==> config.mk <==
export PLATFORM = sky130hd
export DESIGN_NAME = countdown_timer_seven_segment_mux_flat
export DESIGN_NICKNAME = d
export VERILOG_FILES = /design/src/hw/rtl/cdt_pkg.sv /design/src/hw/rtl/cdt_if.sv /design/src/hw/rtl/countdown_timer_seven_segment_mux.sv /design/src/hw/rtl/cdt_seg_enc.sv /design/src/flat_wrapper.sv
export SDC_FILE = /design/constraint.sdc
export NUM_CORES = 1
export LEC_CHECK = 0
export BUFFER_PORTS_ARGS = -buffer_cell sky130_fd_sc_hd__buf_4
export CORE_MARGIN = 3
export CORE_UTILIZATION = 60
export CTS_CLUSTER_DIAMETER = 50
export CTS_CLUSTER_SIZE = 40
export DETAILED_ROUTE_END_ITERATION = 8
export GPL_TIMING_DRIVEN = 0
export PLACE_DENSITY_LB_ADDON = 0.25
export SETUP_SLACK_MARGIN = 0.2
export SLEW_MARGIN = 5
export SYNTH_ARGS = -nofsm -noshare
export SYNTH_HDL_FRONTEND = slang
export SYNTH_SLANG_ARGS = --single-unit
==> constraint.sdc <==
create_clock -name clock -period 8.55 [get_ports clock]
set_clock_uncertainty 0.15 [all_clocks]
set_input_delay 0.855 -clock clock [delete_from_list [all_inputs] [get_ports clock]]
set_output_delay 0.855 -clock clock [all_outputs]
set_load 0.02 [all_outputs]
==> src/hw/rtl/cdt_pkg.sv <==
package cdt_pkg;

   // Counter reload value and its decimal digits
   localparam int unsigned COUNT_START = 999;
   localparam logic [9:0] COUNT_START_VAL = 10'(COUNT_START);
   localparam logic [3:0] START_HUNDREDS = 4'(COUNT_START / 100);
   localparam logic [3:0] START_TENS = 4'((COUNT_START / 10) % 10);
   localparam logic [3:0] START_UNITS = 4'(COUNT_START % 10);

   localparam logic [15:0] GUARD_MAX = 16'hFFFF;

   // Register indexes
   localparam logic CSR_COUNT_PERIOD = 1'b0;
   localparam logic CSR_DEBOUNCE = 1'b1;

   localparam logic [15:0] COUNT_PERIOD_RST = 16'd100;
   localparam logic [15:0] DEBOUNCE_RST = 16'd200;

   // Digit positions
   localparam logic [1:0] POS_UNITS = 2'd1;
   localparam logic [1:0] POS_TENS = 2'd2;
   localparam logic [1:0] POS_HUNDREDS = 2'd3;

   // Active-low digit enables
   localparam logic [2:0] SEL_UNITS = 3'd6;
   localparam logic [2:0] SEL_TENS = 3'd5;
   localparam logic [2:0] SEL_HUNDREDS = 3'd3;

   localparam logic [7:0] DP_MASK = 8'h80;

   typedef struct packed {
      logic [3:0] hundreds;
      logic [3:0] tens;
      logic [3:0] units;
      logic [1:0] pos;
   } disp_type;

   function automatic logic [1:0] pos_norm(input logic [1:0] pos);
      pos_norm = (pos == 2'd0) ? POS_UNITS : pos;
   endfunction

   // Active-low glyphs, segments a..g in bits 0..6
   function automatic logic [7:0] glyph(input logic [3:0] digit);
      case (digit)
         4'd0: glyph = 8'h40;
         4'd1: glyph = 8'h79;
         4'd2: glyph = 8'h24;
         4'd3: glyph = 8'h30;
         4'd4: glyph = 8'h19;
         4'd5: glyph = 8'h12;
         4'd6: glyph = 8'h03;
         4'd7: glyph = 8'h78;
         4'd8: glyph = 8'h00;
         4'd9: glyph = 8'h10;
         default: glyph = 8'hFF;
      endcase
   endfunction

endpackage

==> src/hw/rtl/cdt_if.sv <==
interface cdt_req_if;
   logic valid;
   logic ready;
   logic start_press;
   logic reset_press;

   modport source (output valid, output start_press, output reset_press, input ready);
   modport sink (input valid, input start_press, input reset_press, output ready);
endinterface

interface cdt_rsp_if;
   logic       valid;
   logic       ready;
   logic [7:0] segments;
   logic [2:0] digit_select;
   logic [9:0] count_now;
   logic       is_running;

   modport source (output valid, output segments, output digit_select, output count_now,
                   output is_running, input ready);
   modport sink (input valid, input segments, input digit_select, input count_now,
                 input is_running, output ready);
endinterface

==> src/hw/rtl/countdown_timer_seven_segment_mux.sv <==
// Multiplexed seven-segment countdown timer.
// req_chan: one transaction per millisecond tick, carrying the start and
//   reset button rising-edge flags for that millisecond.
// rsp_chan: exactly one transaction per request: active-low segments
//   (bit 7 = decimal point), active-low digit select, the counter value and
//   the run flag after that tick.
// csr_*: write-only registers, index 0 = count period (ms), index 1 =
//   debounce window (ms). Write only while no transaction is in flight.
// The response is registered, valid in the cycle after the request
//   is accepted. Throughput: one transaction per cycle while rsp_chan.ready
//   holds no response back; the whole tick update is one pass of
//   combinational logic into the state and output registers.
// The counter is held both in binary (count_now) and as three decimal
//   digits, so the display needs no division.
// Reset: counter 999, stopped, units digit next, period and guard counters
//   cleared, registers back to 100 and 200, no response pending.
// Stall: a held response stays put; a new request is taken in the cycle the
//   held one leaves, so rsp_chan.ready reaches req_chan.ready directly.
module countdown_timer_seven_segment_mux (
   input  logic          clock,
   input  logic          reset,
   cdt_req_if.sink       req_chan,
   cdt_rsp_if.source     rsp_chan,
   input  logic          csr_wr_en,
   input  logic          csr_index,
   input  logic [15:0]   csr_wdata
);

   // configuration
   logic [15:0] count_period_ff;
   logic [15:0] debounce_ff;

   // timer state
   logic [9:0]  count_ff, count_in;
   logic [3:0]  hund_ff, hund_in;
   logic [3:0]  tens_ff, tens_in;
   logic [3:0]  units_ff, units_in;
   logic        running_ff, running_in;
   logic [1:0]  pos_ff, pos_in;
   logic [15:0] elapsed_ff, elapsed_in;
   logic [15:0] start_guard_ff, start_guard_in;
   logic [15:0] reset_guard_ff, reset_guard_in;

   // response register
   logic        rsp_valid_ff;
   logic [7:0]  segments_ff;
   logic [2:0]  digit_select_ff;
   logic [9:0]  count_now_ff;
   logic        is_running_ff;

   logic        accept;
   logic [15:0] start_adv, reset_adv, period, elapsed_inc;
   logic        start_ok, reset_ok, fire, running_a;
   logic [1:0]  pos_cur;
   cdt_pkg::disp_type disp;
   logic [7:0]  segments_in;
   logic [2:0]  digit_select_in;

   assign req_chan.ready = !rsp_valid_ff || rsp_chan.ready;
   assign accept = req_chan.valid && req_chan.ready;

   always_comb begin
      // debounce guards saturate
      start_adv = (start_guard_ff == cdt_pkg::GUARD_MAX) ? start_guard_ff
                                                         : start_guard_ff + 16'd1;
      reset_adv = (reset_guard_ff == cdt_pkg::GUARD_MAX) ? reset_guard_ff
                                                         : reset_guard_ff + 16'd1;
      start_ok = req_chan.start_press && (start_adv > debounce_ff);
      reset_ok = req_chan.reset_press && (reset_adv > debounce_ff);

      start_guard_in = start_ok ? 16'd0 : start_adv;
      reset_guard_in = reset_ok ? 16'd0 : reset_adv;

      // start toggles first, reset wins
      running_a  = start_ok ? !running_ff : running_ff;
      running_in = reset_ok ? 1'b0 : running_a;
      count_in = count_ff;
      hund_in  = hund_ff;
      tens_in  = tens_ff;
      units_in = units_ff;
      if (reset_ok) begin
         count_in = cdt_pkg::COUNT_START_VAL;
         hund_in  = cdt_pkg::START_HUNDREDS;
         tens_in  = cdt_pkg::START_TENS;
         units_in = cdt_pkg::START_UNITS;
      end

      // free-running period counter; zero period acts as one
      period = (count_period_ff == 16'd0) ? 16'd1 : count_period_ff;
      elapsed_inc = elapsed_ff + 16'd1;
      fire = (elapsed_inc >= period) || (elapsed_inc == 16'd0);
      elapsed_in = fire ? 16'd0 : elapsed_inc;

      if (fire && running_in) begin
         if (count_in == 10'd0) begin
            count_in = cdt_pkg::COUNT_START_VAL;
            hund_in  = cdt_pkg::START_HUNDREDS;
            tens_in  = cdt_pkg::START_TENS;
            units_in = cdt_pkg::START_UNITS;
         end else begin
            count_in = count_in - 10'd1;
            // decimal borrow chain
            if (units_in != 4'd0) begin
               units_in = units_in - 4'd1;
            end else begin
               units_in = 4'd9;
               if (tens_in != 4'd0) begin
                  tens_in = tens_in - 4'd1;
               end else begin
                  tens_in = 4'd9;
                  hund_in = hund_in - 4'd1;
               end
            end
         end
      end

      // digit scan
      pos_cur = cdt_pkg::pos_norm(pos_ff);
      pos_in  = (pos_cur == cdt_pkg::POS_HUNDREDS) ? cdt_pkg::POS_UNITS : pos_cur + 2'd1;

      disp.hundreds = hund_in;
      disp.tens     = tens_in;
      disp.units    = units_in;
      disp.pos      = pos_cur;
   end

   cdt_seg_enc u_seg_enc (
      .disp         (disp),
      .segments     (segments_in),
      .digit_select (digit_select_in)
   );

   always_ff @(posedge clock) begin
      if (reset) begin
         count_period_ff <= cdt_pkg::COUNT_PERIOD_RST;
         debounce_ff     <= cdt_pkg::DEBOUNCE_RST;
      end else if (csr_wr_en) begin
         case (csr_index)
            cdt_pkg::CSR_COUNT_PERIOD: count_period_ff <= csr_wdata;
            cdt_pkg::CSR_DEBOUNCE:     debounce_ff     <= csr_wdata;
            default: ;
         endcase
      end
   end

   always_ff @(posedge clock) begin
      if (reset) begin
         count_ff       <= cdt_pkg::COUNT_START_VAL;
         hund_ff        <= cdt_pkg::START_HUNDREDS;
         tens_ff        <= cdt_pkg::START_TENS;
         units_ff       <= cdt_pkg::START_UNITS;
         running_ff     <= 1'b0;
         pos_ff         <= cdt_pkg::POS_UNITS;
         elapsed_ff     <= 16'd0;
         start_guard_ff <= 16'd0;
         reset_guard_ff <= 16'd0;
      end else if (accept) begin
         count_ff       <= count_in;
         hund_ff        <= hund_in;
         tens_ff        <= tens_in;
         units_ff       <= units_in;
         running_ff     <= running_in;
         pos_ff         <= pos_in;
         elapsed_ff     <= elapsed_in;
         start_guard_ff <= start_guard_in;
         reset_guard_ff <= reset_guard_in;
      end
   end

   always_ff @(posedge clock) begin
      if (reset) begin
         rsp_valid_ff <= 1'b0;
      end else if (accept) begin
         rsp_valid_ff <= 1'b1;
      end else if (rsp_chan.ready) begin
         rsp_valid_ff <= 1'b0;
      end
   end

   always_ff @(posedge clock) begin
      if (accept) begin
         segments_ff     <= segments_in;
         digit_select_ff <= digit_select_in;
         count_now_ff    <= count_in;
         is_running_ff   <= running_in;
      end
   end

   assign rsp_chan.valid        = rsp_valid_ff;
   assign rsp_chan.segments     = segments_ff;
   assign rsp_chan.digit_select = digit_select_ff;
   assign rsp_chan.count_now    = count_now_ff;
   assign rsp_chan.is_running   = is_running_ff;

endmodule

==> src/hw/rtl/cdt_seg_enc.sv <==
module cdt_seg_enc (
   input  cdt_pkg::disp_type disp,
   output logic [7:0]        segments,
   output logic [2:0]        digit_select
);

   logic [1:0] pos;
   logic [3:0] digit;

   always_comb begin
      pos = cdt_pkg::pos_norm(disp.pos);
      case (pos)
         cdt_pkg::POS_TENS: begin
            digit = disp.tens;
            digit_select = cdt_pkg::SEL_TENS;
         end
         cdt_pkg::POS_HUNDREDS: begin
            digit = disp.hundreds;
            digit_select = cdt_pkg::SEL_HUNDREDS;
         end
         default: begin
            digit = disp.units;
            digit_select = cdt_pkg::SEL_UNITS;
         end
      endcase
      // decimal point lit on tens only
      segments = cdt_pkg::glyph(digit)
               | ((pos == cdt_pkg::POS_TENS) ? 8'h00 : cdt_pkg::DP_MASK);
   end

endmodule

==> src/flat_wrapper.sv <==
// flat-port wrapper written by rule: the top's interface ports become plain ports
module countdown_timer_seven_segment_mux_flat 
  (clock, reset, csr_wr_en, csr_index, csr_wdata, req_chan_valid, req_chan_start_press, req_chan_reset_press, req_chan_ready, rsp_chan_valid, rsp_chan_segments, rsp_chan_digit_select, rsp_chan_count_now, rsp_chan_is_running, rsp_chan_ready);
  cdt_req_if req_chan_i ();
  cdt_rsp_if rsp_chan_i ();
  input  logic clock;
  input  logic reset;
  input  logic csr_wr_en;
  input  logic csr_index;
  input  logic [15:0] csr_wdata;
  input wire logic [$bits(req_chan_i.valid)-1:0] req_chan_valid;
  input wire logic [$bits(req_chan_i.start_press)-1:0] req_chan_start_press;
  input wire logic [$bits(req_chan_i.reset_press)-1:0] req_chan_reset_press;
  output wire logic [$bits(req_chan_i.ready)-1:0] req_chan_ready;
  output wire logic [$bits(rsp_chan_i.valid)-1:0] rsp_chan_valid;
  output wire logic [$bits(rsp_chan_i.segments)-1:0] rsp_chan_segments;
  output wire logic [$bits(rsp_chan_i.digit_select)-1:0] rsp_chan_digit_select;
  output wire logic [$bits(rsp_chan_i.count_now)-1:0] rsp_chan_count_now;
  output wire logic [$bits(rsp_chan_i.is_running)-1:0] rsp_chan_is_running;
  input wire logic [$bits(rsp_chan_i.ready)-1:0] rsp_chan_ready;
  assign req_chan_i.valid = req_chan_valid;
  assign req_chan_i.start_press = req_chan_start_press;
  assign req_chan_i.reset_press = req_chan_reset_press;
  assign req_chan_ready = req_chan_i.ready;
  assign rsp_chan_valid = rsp_chan_i.valid;
  assign rsp_chan_segments = rsp_chan_i.segments;
  assign rsp_chan_digit_select = rsp_chan_i.digit_select;
  assign rsp_chan_count_now = rsp_chan_i.count_now;
  assign rsp_chan_is_running = rsp_chan_i.is_running;
  assign rsp_chan_i.ready = rsp_chan_ready;
  countdown_timer_seven_segment_mux u_core (.clock(clock), .reset(reset), .req_chan(req_chan_i), .rsp_chan(rsp_chan_i), .csr_wr_en(csr_wr_en), .csr_index(csr_index), .csr_wdata(csr_wdata));
endmodule
==> After elaboration in Yosys (flattened, before gate mapping) <==
Memory sizes are Yosys's and may differ from the RTL's.
Cells that the tools add are included.
{ "classes": {"n_addsub": 8, "magnitude_cmp": 3, "eq_ne": 5, "muxes": 33, "n_bitwise": 2, "reduce_logical": 18} }
{ "op_table": {"columns": ["op", "count"], "rows": [
  ["$mux 16", 6],
  ["$mux 4", 14],
  ["$add 16x1->16 const B", 3],
  ["$eq 16x16->1 const B", 2],
  ["$gt 16x16->1", 2],
  ["$logic_not 16->1", 2],
  ["$mux 10", 3],
  ["$ge 16x16->1", 1],
  ["$sub 4x1->4 const B", 3],
  ["$logic_not 10->1", 1],
  ["$sub 10x1->10 const B", 1],
  ["$mux 8", 1],
  ["$or 8x8->8", 1],
  ["$pmux 4 s2", 1],
  ["$reduce_bool 4->1", 2],
  ["$eq 2x2->1 const B", 3],
  ["$mux 2", 3],
  ["$pmux 3 s2", 1],
  ["$logic_and 1x1->1", 4],
  ["$logic_not 2->1", 2],
  ["$mux 1", 4],
  ["$reduce_and 2->1", 2],
  ["$add 2x1->2 const B", 1],
  ["$logic_not 1->1", 2],
  ["other kinds (3)", 4]
]} }
{ "totals": {"register_bits": 128, "rom_bits": 128, "inputBits": 24, "output_inout_bits": 24, "elab_cells": 86, "mem_count": 1} }
{ "mem_list": {"columns": ["name", "depth", "word_bits", "read_ports", "rd_clocked_by_memory_dff", "wr", "line", "text"], "rows": [
  ["(name not given)", 16, 8, 1, 0, 0, "cdt_pkg.sv:44", "case (digit)"]
]} }

==> Depth between registers and ports, before layout <==
Gate-level depths: netlist (run 1).
An unclocked memory read counts as a cell.
{ "logic_depth": {"word_depth": 13, "ltp_mapped": 30, "mapped_depth_nobuf": 27} }

==> Modules after synthesis <==
A second synthesis (run 1) with hierarchy kept.
{ "unflattened": {"hier_cells": 1005, "hier_area_um2": 8007.7} }
{ "modules_own_cells": {"columns": ["mod", "instances", "cells_each", "area_each_um2", "seq_area_each_um2"], "rows": [
  ["countdown_timer_seven_segment_mux", 1, 966, 7738.7, 2782.7],
  ["cdt_seg_enc", 1, 39, 269.0, 0.0]
]} }

==> Worst setup path before layout (run 1) <==
OpenSTA, ideal clock, no wires.
{ "synth_path": {"path_kind": "reg-to-reg", "start": "reg u_core.reset_guard_ff[4]", "end": "reg u_core.segments_ff[3], in the netlist u_core.rsp_chan.segments[3], data pin", "setup_ns": 0.272, "arrival_time_ns": 5.880, "required_time_ns": 8.128, "setup_slack_ns": 2.247, "stages_incl_launch_ff": 30, "path_buffers": 3, "period_less_slack_ns": 6.303, "cell_sequence": "dfxtp_1 -> clkbuf_1 -> and4_1 -> nand4_1 -> nor2_1 -> and3_1 -> nand2b_1 -> clkbuf_1 -> nand2b_1 -> nor2_1 -> xor2_1 -> ha_1 -> nand4_1 -> nor4_1 -> a21boi_0 -> o311ai_1 -> buf_2 -> nand2_1 -> ha_1 -> or4b_1 -> nor3_1 -> nand2_1 -> a2111oi_0 -> nand4_1 -> and3b_1 -> a211o_1 -> ha_1 -> inv_1 -> mux2i_1 -> a21oi_1"} }
{ "synth_between": {"elab_chain_len": 13, "word_cells_on_any_way": 31, "cone_classes": "4 x add/sub; 1 x order compare; 1 x eq/ne; 18 x mux; 1 x bitwise; 5 x reduce/logical; 1 x memory"} }
{ "synth_lines": {"columns": ["element", "line", "text"], "rows": [
  ["from (decl)", "countdown_timer_seven_segment_mux.sv:42", "logic [15:0] reset_guard_ff, reset_guard_in;"],
  ["from (signal assigned)", "countdown_timer_seven_segment_mux.sv:166", "reset_guard_ff <= reset_guard_in;"],
  ["$add 16x1->16 / $eq 16x16->1 (equally long branches)", "countdown_timer_seven_segment_mux.sv:67, countdown_timer_seven_segment_mux.sv:66", null],
  ["$mux 16 (*)", "countdown_timer_seven_segment_mux.sv:66", "reset_adv = (reset_guard_ff == cdt_pkg::GUARD_MAX) ? reset_guard_ff"],
  ["$gt 16x16->1 (*)", "countdown_timer_seven_segment_mux.sv:69", "reset_ok = req_chan.reset_press && (reset_adv > debounce_ff);"],
  ["$logic_and 1x1->1 (*)", "countdown_timer_seven_segment_mux.sv:69", null],
  ["$mux 4", "countdown_timer_seven_segment_mux.sv:81", "if (reset_ok) begin"],
  ["$sub 4x1->4, or another cell as far along", "countdown_timer_seven_segment_mux.sv:111", "hund_in = hund_in - 4'd1;"],
  ["$mux 4", "countdown_timer_seven_segment_mux.sv:107", "if (tens_in != 4'd0) begin"],
  ["$mux 4", "countdown_timer_seven_segment_mux.sv:103", "if (units_in != 4'd0) begin"],
  ["$mux 4", "countdown_timer_seven_segment_mux.sv:95", "if (count_in == 10'd0) begin"],
  ["$mux 4", "countdown_timer_seven_segment_mux.sv:94", "if (fire && running_in) begin"],
  ["$pmux 4 s2 (*)", "cdt_seg_enc.sv:12", "case (pos)"],
  ["$mem_v2 16x8 (*)", null, null],
  ["$or 8x8->8 (*)", "cdt_seg_enc.sv:28", "| ((pos == cdt_pkg::POS_TENS) ? 8'h00 : cdt_pkg::DP_MASK);"],
  ["via u_core.segments_in[3]", "countdown_timer_seven_segment_mux.sv:56", "logic [7:0] segments_in;"],
  ["to (signal assigned)", "countdown_timer_seven_segment_mux.sv:182", "segments_ff <= segments_in;"],
  ["to (decl)", "countdown_timer_seven_segment_mux.sv:46", "logic [7:0] segments_ff;"]
]} }
The timed path passes the listed nets; every way through them passes the cells marked *.
A chain may end at the register's enable or synchronous reset.

==> Worst setup path in the final report (run 1) <==
{ "layout_path": {"start": "reg u_core.reset_guard_ff[4]", "end": "reg u_core.segments_ff[6], in the netlist u_core.rsp_chan.segments[6], data pin"} }
The elaborated chain is that of the path after synthesis.

==> impl_metrics.ini, run 1 <==
[cells_and_area]
nets = 1142
multiInputGateArea_um2 = 4800
seq_area_um2 = 2780
diodes = 0
layout_commonest_cell = nand2_1
stdcell_count = 1246
fillers = 1016
synthToLayoutAreaGrowth_pct = 14.7
layout-drive-gt1-share_pct = 11.0
final_cell_mix = nand2_1 (142), dfxtp_1 (106), nor2_1 (103), a21oi_1 (90), ha_1 (57)

[worst_hold_path]
hp-class = reg2reg

[cts]
ctsLongestPathBuffers = 2
cts_root_buf = clkbuf_16
tritoncts = built
cts_setup_buffers = 0
cts_resized = 0
cts_buffers = 17
path_clk_slew_ns = 0.06
hold_buffers = 0
cts_max_level = 4
clk_latency_ns = 0.43
cts_num_sinks = 128

[synth]
synth-adder-area-share_pct = 8.91
syn_nets = 1077
postSynthAreaPerCell_um2 = 8.03
ys_seq_area_share_pct = 34.8
ys_warn_count = 0
muxShareOfSynthArea_pct = 1.05
synth_seq_cells = 128
ys.flop_type = dfxtp_1
synth_top_family_by_area = simple AND/OR/NAND/NOR gates
synth-xor-area-share_pct = 4.92
synth_compound_area_share_pct = 19.5
async_flop_share_pct = 0
synthCells = 996
synth_edf_count = 22
yosys.area_share.simple_pct = 25.5
synth.distinct_cells = 80
syn_area_um2 = 8000

[routing]
drt-initial-drc-count = 828
via_per_inst = 6.25
drt-total-wl_um = 21900
ant_nets = 0
drc = 0
wl_per_cell_um = 17.5
vias = 7791
firstDrtPassIters = 5

[global_route]
track_usage_pct = 30.2
grt_max_degree = 32
antenna_found_initial = 0
grt_pass1_vias = 7125
overflow = 0
grt_pass1_wl_um = 35200

[die]
die_area_um2 = 14800
die_h_um = 121
start_util_pct = 62.4
rows = 41
core_um2 = 12800
die_w_um = 121
io_pins = 48

[timing]
fmax_mhz = 129
slew_headroom_pct = 14.9
setup_violations = 0
fin_setup_tns_ns = 0
timing.final.crit_share_pct = 90.8
hold_viol = 0
layout_setup_ws_ns = 0.785
max_slew.worst_pin.slew_ns = 1.27
min_period_ns = 7.76
slew_viol_final = 0
rsz0062_at_grt = no

[placed_design]
dp_hpwl_um = 15500
routabilityCongestion = 0.949
dp.cells = 1214
port_buffers = 46
post-place-ws_ns = 1.01

[setup_path]
arrival_ns = 7.78
cp-end-kind = flop
critPathMaxStageDelay_ns = 0.98
worstSetupStartpointType = flop
crit_fanout = 10
cpMaxStageDelayCell = nor4_1
worstPathRequired_ns = 8.56
cp_common_cell = nor2_1
critical_path_class = reg2reg

[run]
maxCapViolCount = 0

[power]
ir_drop_mv = 0.117
p_leak_uw = 0.00371
powerDensity_nw_per_um2 = 171

[run_status]
outcome = complete, no violations
metal layers:
layer  up-vias  track usage (%)  part of all wire (%)
li1       3717                -                     -
met1      3640             39.2                    43
met2       377             48.3                    46
met3        57             6.48                   8.1
met4         0             13.2                   2.9
met5         -                0                     0
final cells by class:
class	instances	area share, %
multi-input cells	765	52.3
flip-flops and latches	128	30.3
clock buffers	21	5.37
repair buffers	46	3.76
plain buffers	57	2.73
well taps	172	2.34
inverters	46	1.88
clock inverters	11	1.35
report_power, final:
part / internal [µW] / switching (µW) / total (µW)
clock network: 472 / 280 / 753
logic: 58.8 / 104 / 163
registers: 637 / 15.4 / 652
total: 1170 / 400 / 1570
synth_stat cells, drive strengths merged (11+ instances only):
cell type / n / area [µm²]
ha: 57 / 713
nand3: 31 / 160
xor2: 17 / 149
nand2: 143 / 539
dfxtp: 106 / 2120
inv: 46 / 173
nor2: 104 / 393
nor3: 26 / 135
edfxtp: 22 / 661
and3: 11 / 68.8
clkbuf: 41 / 154
a21oi: 90 / 450
o21ai: 26 / 130
nand3b: 11 / 82.6
nand4: 21 / 131
nor4: 14 / 106
nand2b: 13 / 81.3
a22oi: 28 / 210
xnor2: 28 / 245
buf: 16 / 93.8
path summary, 6_finish.rpt:
| check | slack, ns | endpoint | cells past startpoint | start |
|---|---|---|---|---|
| setup reg to reg | 0.79 | u_core.rsp_chan.segments[6] | 28 | u_core.reset_guard_ff[4] |
| hold reg to reg | 0.30 | u_core.debounce_ff[13] | 2 | u_core.debounce_ff[13] |
| setup / recovery | 0.79 | u_core.rsp_chan.segments[6] | 28 | u_core.reset_guard_ff[4] |
| hold / removal | 0.30 | u_core.debounce_ff[13] | 2 | u_core.debounce_ff[13] |
worst max-delay path: cells and delay by family, from the launching register on:
kind / cells / cell delay [ns]
and+or+nand+nor: 15 / 3.61
AOI/OAI and AO/OA: 5 / 1.59
buffers and inverters: 4 / 0.93
adders and majority gates: 3 / 0.70
DFF: 1 / 0.31
xor gates and xnor gates: 1 / 0.19
stage by stage:
step	cell area, µm²	power [µW]	utilization, %	hold slack (ns)
after floorplan	8000	765	-	0.286
after global placement	8560	819	66.8	0.295
after detailed placement	8560	823	66.8	0.297
after CTS	9180	1570	71.6	0.305
after global routing	9180	1620	71.6	0.330
final	9180	1570	71.6	0.305
state kept, by name, indices dropped and copies added, names as in the netlist:
signal,count
u_core.rsp_chan.digit_select,3
u_core.hund_ff,4
u_core.rsp_chan.valid,1
u_core.rsp_chan.segments,8
u_core.units_ff,4
u_core.rsp_chan.is_running,1
u_core.reset_guard_ff,16
u_core.count_period_ff,16
u_core.elapsed_ff,16
u_core.running_ff,1
u_core.rsp_chan.count_now,10
u_core.pos_ff,2
u_core.count_ff,10
u_core.tens_ff,4
u_core.debounce_ff,16
u_core.start_guard_ff,16
logic make-up (layout without fill, tap and decap cells):
logic type | count (synthesis) | after routing
AND/OR/NAND/NOR | 419 | 419
AO/OA/AOI/OAI | 236 | 236
flip-flops | 128 | 128
buffers and inverters | 103 | 181
adder cells (fa/ha/maj) | 57 | 57
XOR/XNOR | 45 | 45
multiplexers | 8 | 8
(Power assumes the default switching activity.)
==> run 2, diff against run 1 <==
- clock period: 8.55 -> 9.56 ns (I/O delays scaled with it)
==> run 2 against run 1 <==
Sequential cell count is the same. Highest routed layer unchanged. Sequential share of layout area is essentially flat. Clock-buffer cell count is the same. Critical path depth is the same. Critical endpoint unchanged. Critical path type unchanged. Non-clock buffer count is the same.
==> impl_metrics.ini, run 2 (synthesized netlist as in run 1, its figures left out) <==
[cells_and_area]
synthToLayoutAreaGrowth_pct = 14.7
fin_area_um2 = 9180
seq_area_um2 = 2780
layout_commonest_cell = nand2_1
multiInputGateArea_um2 = 4800
diodes = 0
nets = 1142
final_cell_mix = nand2_1 (142), dfxtp_1 (106), nor2_1 (103), a21oi_1 (90), ha_1 (57)
layout-drive-gt1-share_pct = 10.9
fillers = 1014

[power]
p_leak_uw = 0.00371
ir_drop_mv = 0.104
total_power_uw = 1400
powerDensity_nw_per_um2 = 153

[cts]
cts_setup_buffers = 0
hold_buffers = 0
clk_latency_ns = 0.43
cts_buffers = 17
cts_root_buf = clkbuf_16
ctsLongestPathBuffers = 2
path_clk_slew_ns = 0.06
cts_resized = 0
cts_max_level = 4
tritoncts = built
cts_num_sinks = 128

[placed_design]
routabilityCongestion = 0.949
port_buffers = 46
place_area_um2 = 8560
dp_hpwl_um = 15500

[setup_path]
cp-end-kind = flop
cpLargestDelayFamily = simple AND/OR/NAND/NOR gates
cpMaxStageDelayCell = nor4_1
crit_fanout = 10
crit_buf_inv = 4
cp_common_cell = nor2_1
arrival_ns = 7.86
worstSetupStartpointType = flop
critical_path_class = reg2reg
critPathMaxStageDelay_ns = 0.99
worstPathRequired_ns = 9.58

[worst_hold_path]
hp-class = reg2reg

[timing]
fin_hold_ws_ns = 0.304
slew_headroom_pct = 14.5
setup_violations = 0
fin_setup_tns_ns = 0
max_slew.worst_pin.slew_ns = 1.27
rsz0062_at_grt = no
min_period_ns = 7.84
slew_viol_final = 0
hold_viol = 0
fmax_mhz = 128
timing.final.crit_share_pct = 82.0

[routing]
firstDrtPassIters = 6
drt-total-wl_um = 21900
drt-initial-drc-count = 835
vias = 7778
drc = 0
via_per_inst = 6.24
ant_nets = 0
wl_per_cell_um = 17.5

[run]
maxCapViolCount = 0

[die]
start_util_pct = 62.4
core_um2 = 12800
die_h_um = 121
die_w_um = 121
io_pins = 48
die_area_um2 = 14800
rows = 41

[global_route]
grt_max_degree = 32
track_usage_pct = 30.2
grt_pass1_wl_um = 35200
overflow = 0
antenna_found_initial = 0
grt_pass1_vias = 7125

[run_status]
outcome = complete, no violations
[run 2: cell count changes in the layout (fill, tap and decap cells not counted)]
cell / before / now
clkbuf_2: 2 / 1
clkbuf_1: 40 / 41
[run 2: cell type report]
type                    instances  share of cell area (%)
multi-input cells             765                    52.3
flip-flops and latches        128                    30.3
clock buffers                  21                    5.37
repair buffers                 46                    3.76
plain buffers                  57                    2.71
well taps                     172                    2.34
inverters                      46                    1.88
clock inverters                11                    1.35
[run 2: per-layer routing]
layer	share of wire, %	track usage [%]	up-vias
li1	-	-	3718
met1	43	39.2	3613
met2	46	48.3	392
met3	8.5	6.48	55
met4	3.0	13.2	0
met5	0	0	-
[run 2: power breakdown]
part / internal, µW / leakage (µW) / switching, µW
Sequential: 569 / 0.00106 / 13.7
Clock: 422 / 0.000301 / 252
Combinational: 52.6 / 0.00235 / 93.4
Total: 1040 / 0.00371 / 359
[run 2: worst paths after layout]
path	startpoint	depth (start not counted)	end	slack (ns)
max	u_core.reset_guard_ff[4]	28	u_core.rsp_chan.segments[6]	1.72
min reg2reg	u_core.debounce_ff[11]	2	u_core.debounce_ff[11]	0.30
min	u_core.debounce_ff[11]	2	u_core.debounce_ff[11]	0.30
max reg2reg	u_core.reset_guard_ff[4]	28	u_core.rsp_chan.segments[6]	1.72
[run 2: tightest hold or removal path, stage by stage, from the launching register on]
cell and delay, ns:
dfxtp_1 0.31, nand2_1 0.05, a21oi_1 0.05
[run 2: through the flow]
stage | std cells | utilization [%] | setup slack, ns
after floorplan | 996 | - | 3.26
after global placement | 1214 | 66.8 | 1.99
after detailed placement | 1214 | 66.8 | 2.02
after CTS | 1246 | 71.6 | 1.94
after global routing | 1246 | 71.6 | 1.16
final | 1246 | 71.6 | 1.72
==> run 3, diff against run 2 <==
- clock period: 9.56 -> 8.15 ns (I/O delays scaled with it)
==> run 3 against run 2 <==
Clock power increased by 17%. Hold slack improved by 0.00081 ns. Critical path depth increased by 1. Via count increased by 0.10%. Worst setup slack got worse by 0.94 ns. Fmax increased by 6.4%. First-iteration DRC count increased by 6.0%. Highest routed layer unchanged. Core utilization increased by 0.22 points. Non-clock buffer count unchanged. Die area unchanged. Cell count unchanged.
==> impl_metrics.ini, run 3 (synthesized netlist as in run 1, its figures left out) <==
[die]
die_h_um = 121
start_util_pct = 62.4
die_area_um2 = 14800
core_um2 = 12800
rows = 41
die_w_um = 121
io_pins = 48

[power]
powerDensity_nw_per_um2 = 179
p_leak_uw = 0.00372
total_power_uw = 1650
ir_drop_mv = 0.123

[routing]
wl_per_cell_um = 17.6
drc = 0
via_per_inst = 6.25
highest_layer = met4
met3_length_um = 1610
drt-total-wl_um = 22000
vias = 7786
wl_met1_um = 9710
wl_met2_um = 10000
ant_nets = 0
firstDrtPassIters = 5
drt-initial-drc-count = 885

[global_route]
grt_pass1_vias = 7125
grt_pass1_wl_um = 35200
overflow = 0
grt_max_degree = 32
antenna_found_initial = 0
track_usage_pct = 30.2

[setup_path]
cp_common_cell = nor2_1
reg2regPathDepth = 29
reg2reg_slack_ns = 0.78
crit_start = u_core.reset_guard_ff[4]
crit_fanout = 10
critical_path_class = reg2reg
worstSetupStartpointType = flop
arrival_ns = 7.38
cp-end-kind = flop
rr_endpoint = u_core.rsp_chan.segments[6]
critPathMaxStageDelay_ns = 0.62
worstSetupEndpoint = u_core.rsp_chan.segments[6]
cpMaxStageDelayCell = nor4_2
worstPathRequired_ns = 8.17
regToRegStartpoint = u_core.reset_guard_ff[4]

[cts]
cts_root_buf = clkbuf_16
cts_num_sinks = 128
clk_latency_ns = 0.43
cts_setup_buffers = 0
tritoncts = built
ctsLongestPathBuffers = 2
cts_max_level = 4
cts_buffers = 17
path_clk_slew_ns = 0.06

[cells_and_area]
diodes = 0
fillers = 1011
nets = 1142
final_cell_mix = nand2_1 (142), dfxtp_1 (106), nor2_1 (103), a21oi_1 (90), ha_1 (57)
multiInputGateArea_um2 = 4820
fin_area_um2 = 9210
layout-drive-gt1-share_pct = 11.5
seq_area_um2 = 2780
synthToLayoutAreaGrowth_pct = 15.1
layout_commonest_cell = nand2_1

[timing]
max_slew.worst_pin.slew_ns = 0.792
slew_viol_final = 0
rsz0062_at_grt = no
hold_viol = 0
fmax_mhz = 136
fin_setup_tns_ns = 0
timing.final.crit_share_pct = 90.4
setup_violations = 0
min_period_ns = 7.37
slew_headroom_pct = 46.7

[run_status]
outcome = complete, no violations

[placed_design]
port_buffers = 46
routabilityCongestion = 0.949
dp_hpwl_um = 15500
place_area_um2 = 8560

[worst_hold_path]
min_from = u_core.debounce_ff[11]
hp-class = reg2reg

[run]
maxCapViolCount = 0
run 3: cell counts in the layout (fill, tap and decap cells not counted):
No cell type changed its count.
run 3: metrics by stage:
step / hold WS (ns) / std cells / util [%] / setup WS (ns)
2_1_floorplan: 0.286 / 996 / - / 1.85
3_3_place_gp: 0.295 / 1214 / 66.8 / 0.580
3_5_place_dp: 0.297 / 1214 / 66.8 / 0.613
4_1_cts: 0.305 / 1246 / 71.6 / 0.525
5_1_grt: 0.330 / 1246 / 71.8 / 0.297
6_report: 0.305 / 1246 / 71.8 / 0.782
run 3: repair_timing:
item	4_1_cts	5_1_grt
hold buffers	0	0
gates resized for setup	0	10
endpoints found under the setup margin	0	8
run 3: cell type report:
class / instances / area share, %
buffer: 57 / 2.74
clock inverter: 11 / 1.34
multi-input combinational: 765 / 52.4
clock buffer: 21 / 5.35
timing repair buffer: 46 / 3.75
tap: 172 / 2.34
sequential: 128 / 30.2
inverter: 46 / 1.87
run 3: per-layer routing:
metal	up-vias	GRT usage, %
met5	-	0
met4	0	13.2
met3	51	6.48
met2	335	48.3
met1	3679	39.2
li1	3721	-
run 3: worst max-delay path: cells and delay by family, from the launching register on:
family	cells	cell delay [ns]
AO/OA/AOI/OAI	5	1.55
adder cells (fa/ha/maj)	3	0.75
flip-flops	1	0.31
AND/OR/NAND/NOR	15	3.05
XOR/XNOR	1	0.16
buffers and inverters	5	1.09
run 3: worst min path at each step:
stage / cells past startpoint / slack [ns] / end
after detailed placement: 2 / 0.30 / u_core.debounce_ff[13]
after global routing: 2 / 0.33 / u_core.debounce_ff[13]
after floorplan: 2 / 0.29 / u_core.debounce_ff[10]
after global placement: 2 / 0.30 / u_core.debounce_ff[11]
after CTS: 2 / 0.31 / u_core.debounce_ff[13]
final: 2 / 0.31 / u_core.debounce_ff[11]
run 3: where the power goes:
group	leakage [µW]	total, µW	switching (µW)	internal, µW
clock network	0.000301	790	295	495
logic	0.00236	172	111	61.8
registers	0.00106	684	16.0	668
